**src/rtl/core/pca_pkg.sv**
```systemverilog
// Shared types and constants for the pixel colour adjustment pipeline.
package pca_pkg;

  typedef struct packed {
    logic [7:0] red_in;
    logic [7:0] green_in;
    logic [7:0] blue_in;
    logic [7:0] alpha_in;
  } pix_in_t;

  typedef struct packed {
    logic [7:0] red_out;
    logic [7:0] green_out;
    logic [7:0] blue_out;
    logic [7:0] alpha_out;
  } pix_out_t;

  // Live settings as seen by the datapath; channel count already decoded.
  typedef struct packed {
    logic signed [8:0]  bright;
    logic signed [11:0] con;
    logic signed [11:0] sat;
    logic signed [8:0]  temp;
    logic [3:0]         ch_mask;
    logic               rgb_mode;
  } cfg_t;

  localparam int CFG_IDX_W  = 3;
  localparam int CFG_DATA_W = 12;

  localparam logic [CFG_IDX_W-1:0] CFG_BRIGHTNESS  = 3'd0;
  localparam logic [CFG_IDX_W-1:0] CFG_CONTRAST    = 3'd1;
  localparam logic [CFG_IDX_W-1:0] CFG_SATURATION  = 3'd2;
  localparam logic [CFG_IDX_W-1:0] CFG_TEMPERATURE = 3'd3;
  localparam logic [CFG_IDX_W-1:0] CFG_CHANNELS    = 3'd4;

  // Luma weights, Q0.16, summing to 65536.
  localparam logic [16:0] W_RED   = 17'd19595;
  localparam logic [16:0] W_GREEN = 17'd38470;
  localparam logic [16:0] W_BLUE  = 17'd7471;

  localparam logic signed [13:0] MID_LEVEL = 14'sd128;

  function automatic logic [7:0] clamp8(input logic signed [39:0] v);
    logic [7:0] r;
    if (v < 40'sd0) begin
      r = 8'd0;
    end else if (v > 40'sd255) begin
      r = 8'd255;
    end else begin
      r = v[7:0];
    end
    return r;
  endfunction

endpackage

```
**src/rtl/core/pca_tone.sv**
```systemverilog
// Brightness and contrast stages, three register stages over four lanes.
module pca_tone
  import pca_pkg::*;
(
  input  logic            clk,
  input  logic [2:0]      en,
  input  cfg_t            cfg,
  input  pix_in_t         din,
  output logic [3:0][7:0] dout
);

  logic [3:0][7:0]   lane_in;
  logic [7:0]        v1_r [4];
  logic signed [20:0] p2_r [4];
  logic [3:0][7:0]   v3_r;

  logic signed [9:0]  sum1 [4];
  logic signed [8:0]  cen2 [4];
  logic signed [20:0] p2_nxt [4];
  logic signed [13:0] t3 [4];

  assign lane_in = {din.alpha_in, din.blue_in, din.green_in, din.red_in};

  always_comb begin
    for (int i = 0; i < 4; i++) begin
      sum1[i]   = $signed({2'b00, lane_in[i]}) + $signed({cfg.bright[8], cfg.bright});
      cen2[i]   = $signed({1'b0, v1_r[i]}) - 9'sd128;
      p2_nxt[i] = cen2[i] * cfg.con;
      t3[i]     = MID_LEVEL + 14'(p2_r[i] >>> 8);
    end
  end

  always_ff @(posedge clk) begin
    for (int i = 0; i < 4; i++) begin
      if (en[0]) begin
        v1_r[i] <= clamp8(40'(sum1[i]));
      end
      if (en[1]) begin
        p2_r[i] <= p2_nxt[i];
      end
      if (en[2]) begin
        v3_r[i] <= cfg.ch_mask[i] ? clamp8(40'(t3[i])) : 8'd0;
      end
    end
  end

  assign dout = v3_r;

endmodule

```
**src/rtl/core/pca_sat.sv**
```systemverilog
// Saturation stages: luma products, differences, gain multiply, recombine.
module pca_sat
  import pca_pkg::*;
(
  input  logic            clk,
  input  logic [3:0]      en,
  input  cfg_t            cfg,
  input  logic [3:0][7:0] din,
  output logic [3:0][7:0] dout
);

  logic [3:0][7:0]    ch4_r, ch5_r, ch6_r, ch7_r;
  logic [23:0]        prod4_r [3];
  logic [23:0]        g5_r, g6_r;
  logic signed [24:0] d5_r [3];
  logic signed [36:0] m6_r [3];

  logic [23:0]        g_sum;
  logic signed [37:0] acc7 [3];

  assign g_sum = prod4_r[0] + prod4_r[1] + prod4_r[2];

  always_comb begin
    for (int i = 0; i < 3; i++) begin
      acc7[i] = $signed({6'b0, g6_r, 8'b0}) + 38'(m6_r[i]);
    end
  end

  always_ff @(posedge clk) begin
    if (en[0]) begin
      ch4_r      <= din;
      prod4_r[0] <= W_RED   * din[0];
      prod4_r[1] <= W_GREEN * din[1];
      prod4_r[2] <= W_BLUE  * din[2];
    end
    if (en[1]) begin
      ch5_r <= ch4_r;
      g5_r  <= g_sum;
      for (int i = 0; i < 3; i++) begin
        d5_r[i] <= $signed({1'b0, ch4_r[i], 16'b0}) - $signed({1'b0, g_sum});
      end
    end
    if (en[2]) begin
      ch6_r <= ch5_r;
      g6_r  <= g5_r;
      for (int i = 0; i < 3; i++) begin
        m6_r[i] <= d5_r[i] * cfg.sat;
      end
    end
    if (en[3]) begin
      ch7_r[3] <= ch6_r[3];
      for (int i = 0; i < 3; i++) begin
        ch7_r[i] <= cfg.rgb_mode ? clamp8(40'(acc7[i] >>> 24)) : ch6_r[i];
      end
    end
  end

  assign dout = ch7_r;

endmodule

```
**src/rtl/core/pixel_color_adjust_chain.sv**
```systemverilog
// Top level: settings registers, stage flow control and temperature output stage.
// Pipeline of 8 stages; out_valid is the valid flag of the last of them.
// Throughput: one item per cycle; a stalled output backs up stage by stage, bubbles close.
// in_stall rises only when all eight stages hold items and the output is stalled.
// Reset (rst_n low, synchronous) empties the pipeline and restores default settings.
module pixel_color_adjust_chain
  import pca_pkg::*;
(
  input  logic                  clk,
  input  logic                  rst_n,
  input  logic                  in_valid,
  output logic                  in_stall,
  input  pix_in_t               in_data,
  output logic                  out_valid,
  input  logic                  out_stall,
  output pix_out_t              out_data,
  input  logic                  cfg_we,
  input  logic [CFG_IDX_W-1:0]  cfg_idx,
  input  logic [CFG_DATA_W-1:0] cfg_data
);

  localparam int NSTG = 8;

  logic [8:0]  bright_r;
  logic [11:0] con_r;
  logic [11:0] sat_r;
  logic [8:0]  temp_r;
  logic [2:0]  nch_r;
  cfg_t        cfg;

  logic [NSTG-1:0] vld_r, vld_nxt;
  logic [NSTG-1:0] en;

  logic [3:0][7:0]    tone_q, sat_q;
  logic signed [10:0] red_t, blue_t;
  pix_out_t           out_r;

  always_ff @(posedge clk) begin
    if (!rst_n) begin
      bright_r <= '0;
      con_r    <= 12'd256;
      sat_r    <= 12'd256;
      temp_r   <= '0;
      nch_r    <= 3'd3;
    end else if (cfg_we) begin
      unique case (cfg_idx)
        CFG_BRIGHTNESS:  bright_r <= cfg_data[8:0];
        CFG_CONTRAST:    con_r    <= cfg_data;
        CFG_SATURATION:  sat_r    <= cfg_data;
        CFG_TEMPERATURE: temp_r   <= cfg_data[8:0];
        CFG_CHANNELS:    nch_r    <= cfg_data[2:0];
        default: ;
      endcase
    end
  end

  always_comb begin
    cfg.bright   = $signed(bright_r);
    cfg.con      = $signed(con_r);
    cfg.sat      = $signed(sat_r);
    cfg.temp     = $signed(temp_r);
    cfg.rgb_mode = (nch_r >= 3'd3);
    unique case (nch_r)
      3'd0, 3'd1: cfg.ch_mask = 4'b0001;
      3'd2:       cfg.ch_mask = 4'b0011;
      3'd3:       cfg.ch_mask = 4'b0111;
      default:    cfg.ch_mask = 4'b1111;
    endcase
  end

  // A stage loads when it is empty or its contents move on.
  always_comb begin
    en[NSTG-1] = !vld_r[NSTG-1] || !out_stall;
    for (int k = NSTG - 2; k >= 0; k--) begin
      en[k] = !vld_r[k] || en[k+1];
    end
    vld_nxt = vld_r;
    if (en[0]) begin
      vld_nxt[0] = in_valid;
    end
    for (int k = 1; k < NSTG; k++) begin
      if (en[k]) begin
        vld_nxt[k] = vld_r[k-1];
      end
    end
  end

  always_ff @(posedge clk) begin
    if (!rst_n) begin
      vld_r <= '0;
    end else begin
      vld_r <= vld_nxt;
    end
  end

  pca_tone u_tone (
    .clk  (clk),
    .en   (en[2:0]),
    .cfg  (cfg),
    .din  (in_data),
    .dout (tone_q)
  );

  pca_sat u_sat (
    .clk  (clk),
    .en   (en[6:3]),
    .cfg  (cfg),
    .din  (tone_q),
    .dout (sat_q)
  );

  assign red_t  = $signed({3'b000, sat_q[0]}) + 11'(cfg.temp);
  assign blue_t = $signed({3'b000, sat_q[2]}) - 11'(cfg.temp);

  always_ff @(posedge clk) begin
    if (en[NSTG-1]) begin
      out_r.red_out   <= cfg.rgb_mode ? clamp8(40'(red_t)) : sat_q[0];
      out_r.green_out <= sat_q[1];
      out_r.blue_out  <= cfg.rgb_mode ? clamp8(40'(blue_t)) : sat_q[2];
      out_r.alpha_out <= sat_q[3];
    end
  end

  assign in_stall  = !en[0];
  assign out_valid = vld_r[NSTG-1];
  assign out_data  = out_r;

endmodule

```
**config.mk**
```make
export PLATFORM = sky130hd
export DESIGN_NAME = pixel_color_adjust_chain
export DESIGN_NICKNAME = d
export VERILOG_FILES = /design/src/rtl/core/pca_pkg.sv /design/src/rtl/core/pca_tone.sv /design/src/rtl/core/pca_sat.sv /design/src/rtl/core/pixel_color_adjust_chain.sv
export SDC_FILE = /design/constraint.sdc
export NUM_CORES = 2
export LEC_CHECK = 0
export BUFFER_PORTS_ARGS = -buffer_cell sky130_fd_sc_hd__buf_4
export CORE_MARGIN = 10
export CORE_UTILIZATION = 45
export DETAILED_ROUTE_END_ITERATION = 16
export GPL_TIMING_DRIVEN = 1
export PLACE_DENSITY_LB_ADDON = 0.12
export SETUP_SLACK_MARGIN = 0.02
export SYNTH_ARGS = -nofsm -noshare
export SYNTH_HDL_FRONTEND = slang
export SYNTH_HIERARCHICAL = 1
export SYNTH_SLANG_ARGS = --single-unit
```
**constraint.sdc**
```tcl
create_clock -name clk -period 7.5 [get_ports clk]
set_clock_uncertainty 0.15 [all_clocks]
set_input_delay 0 -clock clk [delete_from_list [all_inputs] [get_ports clk]]
set_output_delay 0 -clock clk [all_outputs]
set_load 0.02 [all_outputs]
```
==> impl_metrics.yaml <==
status:
  status: "complete, no violations"
timing:
  worst_slew_pin_slew_ns: 1.12
  hold_slack_ns: 0.0582
  finalMaxSlewViolations: 0
  setup_tns_ns: 0
  hold_viol_final: 0
  fin_crit_sh: 0.951
  worst_slew_margin_rel: 0.246
  finalSetupViolCount: 0
  fmax_mhz: 140
  fin_crit_ns: 7.13
  rsz0062_at_grt: "no"
detailed_routing:
  num_vias: 43812
  wl_per_cell_um: 19.9
  vias_per_cell: 5.15
  drc: 0
  drtPass1Iterations: 6
  antenna_left: 0
  drt_iter0_markers: 2216
  drt-total-wl_um: 169000
logic_synthesis:
  synth.area.top_cells: "fa_1 31%, edfxtp_1 23%, ha_1 12%, inv_1 7.4%, nand2_1 4.2%"
  synth_warnings: 6
  synth_enable_flop_cells: 501
  synthFlopType: "edfxtp_1"
  synth_cell_types: 90
  syn_inst: 6411
  syn_nets: 8104
  synth_area_leader_cell: "fa_1"
  synth_area_um2: 65400
  synth_area_per_cell_um2: 10.2
  synth-seq-cells: 554
  synth_top_area_frac: 0.307
  synth.yosys.seq_area_share: 0.246
  async_flop_share: 0
hold_path:
  min_to: "u_tone/v1_r[0][4]$_SDFFCE_PN0P_"
  hp-start: "in_data[28]"
  hold_path_class: "input pin to flip-flop"
  whs_path_depth: 5
critical_path:
  start_kind: "flip-flop"
  rr_endpoint: "u_sat/m6_r[0][36]$_DFFE_PP_"
  path_buf_inv: 3
  cp_max_fo: 11
  r2r_slack_ns: 0.37
  arrival_ns: 7.44
  cpMostUsedCell: "fa_1"
  r2r-start: "u_sat/d5_r[0][51]$_DFFE_PP_"
  worstPathRequired_ns: 7.81
  worst_path_max_delay_cell: "edfxtp_1"
  path_class: "flip-flop to flip-flop"
  worstSetupEndpointType: "flip-flop"
  critPathTopFamily: "adder cells"
  crit_chain: "nand2_1 -> fa_1 -> fa_1 -> inv_1 -> fa_1 -> fa_1 -> inv_1 -> fa_1 -> inv_1 -> ha_1 -> nor3_1 -> a211oi_1 -> nor4bb_2 -> o2111ai_1 -> a211oi_2 -> o21ai_0 -> a21oi_1 -> nor4_1 -> a311oi_1"
  reg2regPathDepth: 19
  cpPeakStageDelay_ns: 0.66
final_layout:
  fin_cells: 8499
  design_area_um2: 71800
  drive_above_1_share: 0.0555
  synthToLayoutAreaGrowth_pct: 9.69
  final_util: 0.498
  layout.nets: 8231
clock_tree:
  cts_buffer_depth: 3
  cts_tree: "built"
  htreeDepth: 3
  root_buffer: "clkbuf_16"
  numCtsBuffers: 69
  insertion_delay_ns: 0.69
  path_clk_slew_ns: 0.06
  clock-sinks: 554
floorplan:
  dieWidth_um: 401
  die_y_um: 401
  rows: 139
  initial_core_util: 0.454
  io_pins: 86
  core_area_um2: 144000
  die_area_um2: 161000
placed_design:
  dpl_cell_area_um2: 68300
  globalplace.congestion: 0.888
  place_inst: 8269
  hpwlAfterDp_um: 137000
  io_buffers: 85
grt:
  grt_pass1_wl_um: 268000
  grt_max_degree: 73
  grt_usage: 0.212
  overflow: 0
  grt_pass1_vias: 46857
  antenna_found_initial: 3
power:
  p_comb_frac: 0.679
  seq_power_share: 0.221
  pwr-share-clk: 0.100
  power.switching_w: 0.0169
  power.leakage_nw: 34.2
  peakVddDrop_v: 0.000602
  p_int_w: 0.0181
  power.share.switching: 0.482
  power_density_nw_per_um2: 488
job:
  max-cap-violations: 0
## metrics by stage
stage / worst slack, ns / power (W)
4_1_cts: 0.141 / 0.0354
2_1_floorplan: 0.923 / 0.0244
6_report: 0.367 / 0.0350
5_1_grt: 0.0355 / 0.0387
3_5_place_dp: 0.174 / 0.0316
3_3_place_gp: 0.343 / 0.0314
## tightest hold or removal path, cell delays in order
cell	delay, ns
buf_4	0.09
ha_1	0.13
inv_1	0.06
xnor2_1	0.21
a21oi_1	0.16
## worst max-delay path by stage
stage | end | cells past startpoint | startpoint
global route | u_sat/m6_r[0][110]$_DFFE_PP_ | 22 | sat_r[7]$_SDFFE_PN0P_
finish | u_sat/m6_r[0][36]$_DFFE_PP_ | 19 | u_sat/d5_r[0][51]$_DFFE_PP_
CTS | u_sat/m6_r[0][36]$_DFFE_PP_ | 19 | u_sat/d5_r[0][51]$_DFFE_PP_
floorplan | u_sat/m6_r[0][110]$_DFFE_PP_ | 22 | sat_r[5]$_SDFFE_PN0P_
global placement | u_sat/m6_r[0][36]$_DFFE_PP_ | 19 | u_sat/d5_r[0][51]$_DFFE_PP_
detailed placement | u_sat/m6_r[0][36]$_DFFE_PP_ | 19 | u_sat/d5_r[0][51]$_DFFE_PP_
## layout by cell type, fill, tap and decap left out, types with 44 or more instances in the layout
master | Yosys | layout
nor2_1 | 264 | 264
nand2b_1 | 59 | 59
nor3_1 | 59 | 59
xnor2_1 | 238 | 238
edfxtp_1 | 501 | 501
a21boi_0 | 49 | 49
fa_1 | 1003 | 1003
o21ai_0 | 98 | 98
and2_1 | 253 | 253
ha_1 | 638 | 638
nor2b_1 | 80 | 80
inv_1 | 1287 | 1286
buf_4 | 0 | 170
xor2_1 | 86 | 86
a21oi_1 | 228 | 227
dlygate4sd3_1 | 0 | 101
nand3_1 | 58 | 57
clkbuf_16 | 0 | 70
nand2_1 | 737 | 735
o21a_1 | 87 | 87
a21o_1 | 70 | 70
dfxtp_1 | 53 | 44
## per-layer routing
| layer | track usage | up-vias | share of wire |
|---|---|---|---|
| li1 | - | 20524 | - |
| met3 | 0.0246 | 256 | 0.036 |
| met2 | 0.366 | 812 | 0.49 |
| met5 | 0 | - | 0 |
| met1 | 0.277 | 22220 | 0.44 |
| met4 | 0.0702 | 0 | 0.036 |
## cell usage after synthesis, types with 31 or more instances
cell and n:
nor2_1 264, a21boi_0 49, and2_1 253, a21oi_1 228, o21ai_0 98, ha_1 638
o21bai_1 31, nand3_1 58, o21a_1 87, nor2b_1 80, nand2_1 737, fa_1 1003
clkbuf_1 209, inv_1 1287, dfxtp_1 53, edfxtp_1 501, nor3_1 59, a21o_1 70
nand2b_1 59, xnor2_1 238, xor2_1 86
## timing repair
action	in CTS	in global routing
setup buffers	0	0
setup endpoints to repair	0	4
hold endpoints to repair	118	1
gates resized for setup	0	4
hold buffers	100	1
## flip-flops by register name, indices dropped and copies added (netlist names)
name / cells
u_sat/g6_r: 24
u_sat/ch6_r: 32
con_r: 12
sat_r: 12
u_sat/g5_r: 24
u_sat/d5_r: 42
u_sat/ch4_r: 32
u_sat/ch5_r: 32
temp_r: 9
vld_r: 8
u_tone/v1_r: 32
u_tone/dout: 32
out_data: 32
u_tone/p2_r: 52
u_sat/m6_r: 71
bright_r: 9
u_sat/dout: 32
u_sat/prod4_r: 64
nch_r: 3
## area by class of cell
class / count / area, µm²
fill: 13350 / 72300
multi-input combinational: 4352 / 43700
sequential: 554 / 16100
inverter: 1288 / 4840
tap: 1903 / 2380
timing repair buffer: 273 / 2320
clock buffer: 84 / 1850
clock inverter: 43 / 536
antenna: 2 / 5.00
## kinds of logic after synthesis
logic type | count (synthesis) | share of synthesized area
AOI/OAI and AO/OA | 739 | 0.0755
xor gates and xnor gates | 325 | 0.0436
adders and majority gates | 1642 | 0.429
buffers and inverters | 1505 | 0.0866
DFF | 554 | 0.246
muxes | 6 | 0.000918
other | 1 | 0.0000573
and+or+nand+nor | 1639 | 0.118
## power by group through the flow
stage / Combinational [W] / Sequential, W / Clock [W]
after detailed placement: 0.0238 / 0.00777 / 0
after CTS: 0.0241 / 0.00773 / 0.00363
final: 0.0238 / 0.00773 / 0.00351
after global placement: 0.0236 / 0.00777 / 0
after global routing: 0.0271 / 0.00786 / 0.00374
after floorplan: 0.0177 / 0.00674 / 0
(Power assumes the default switching activity.)
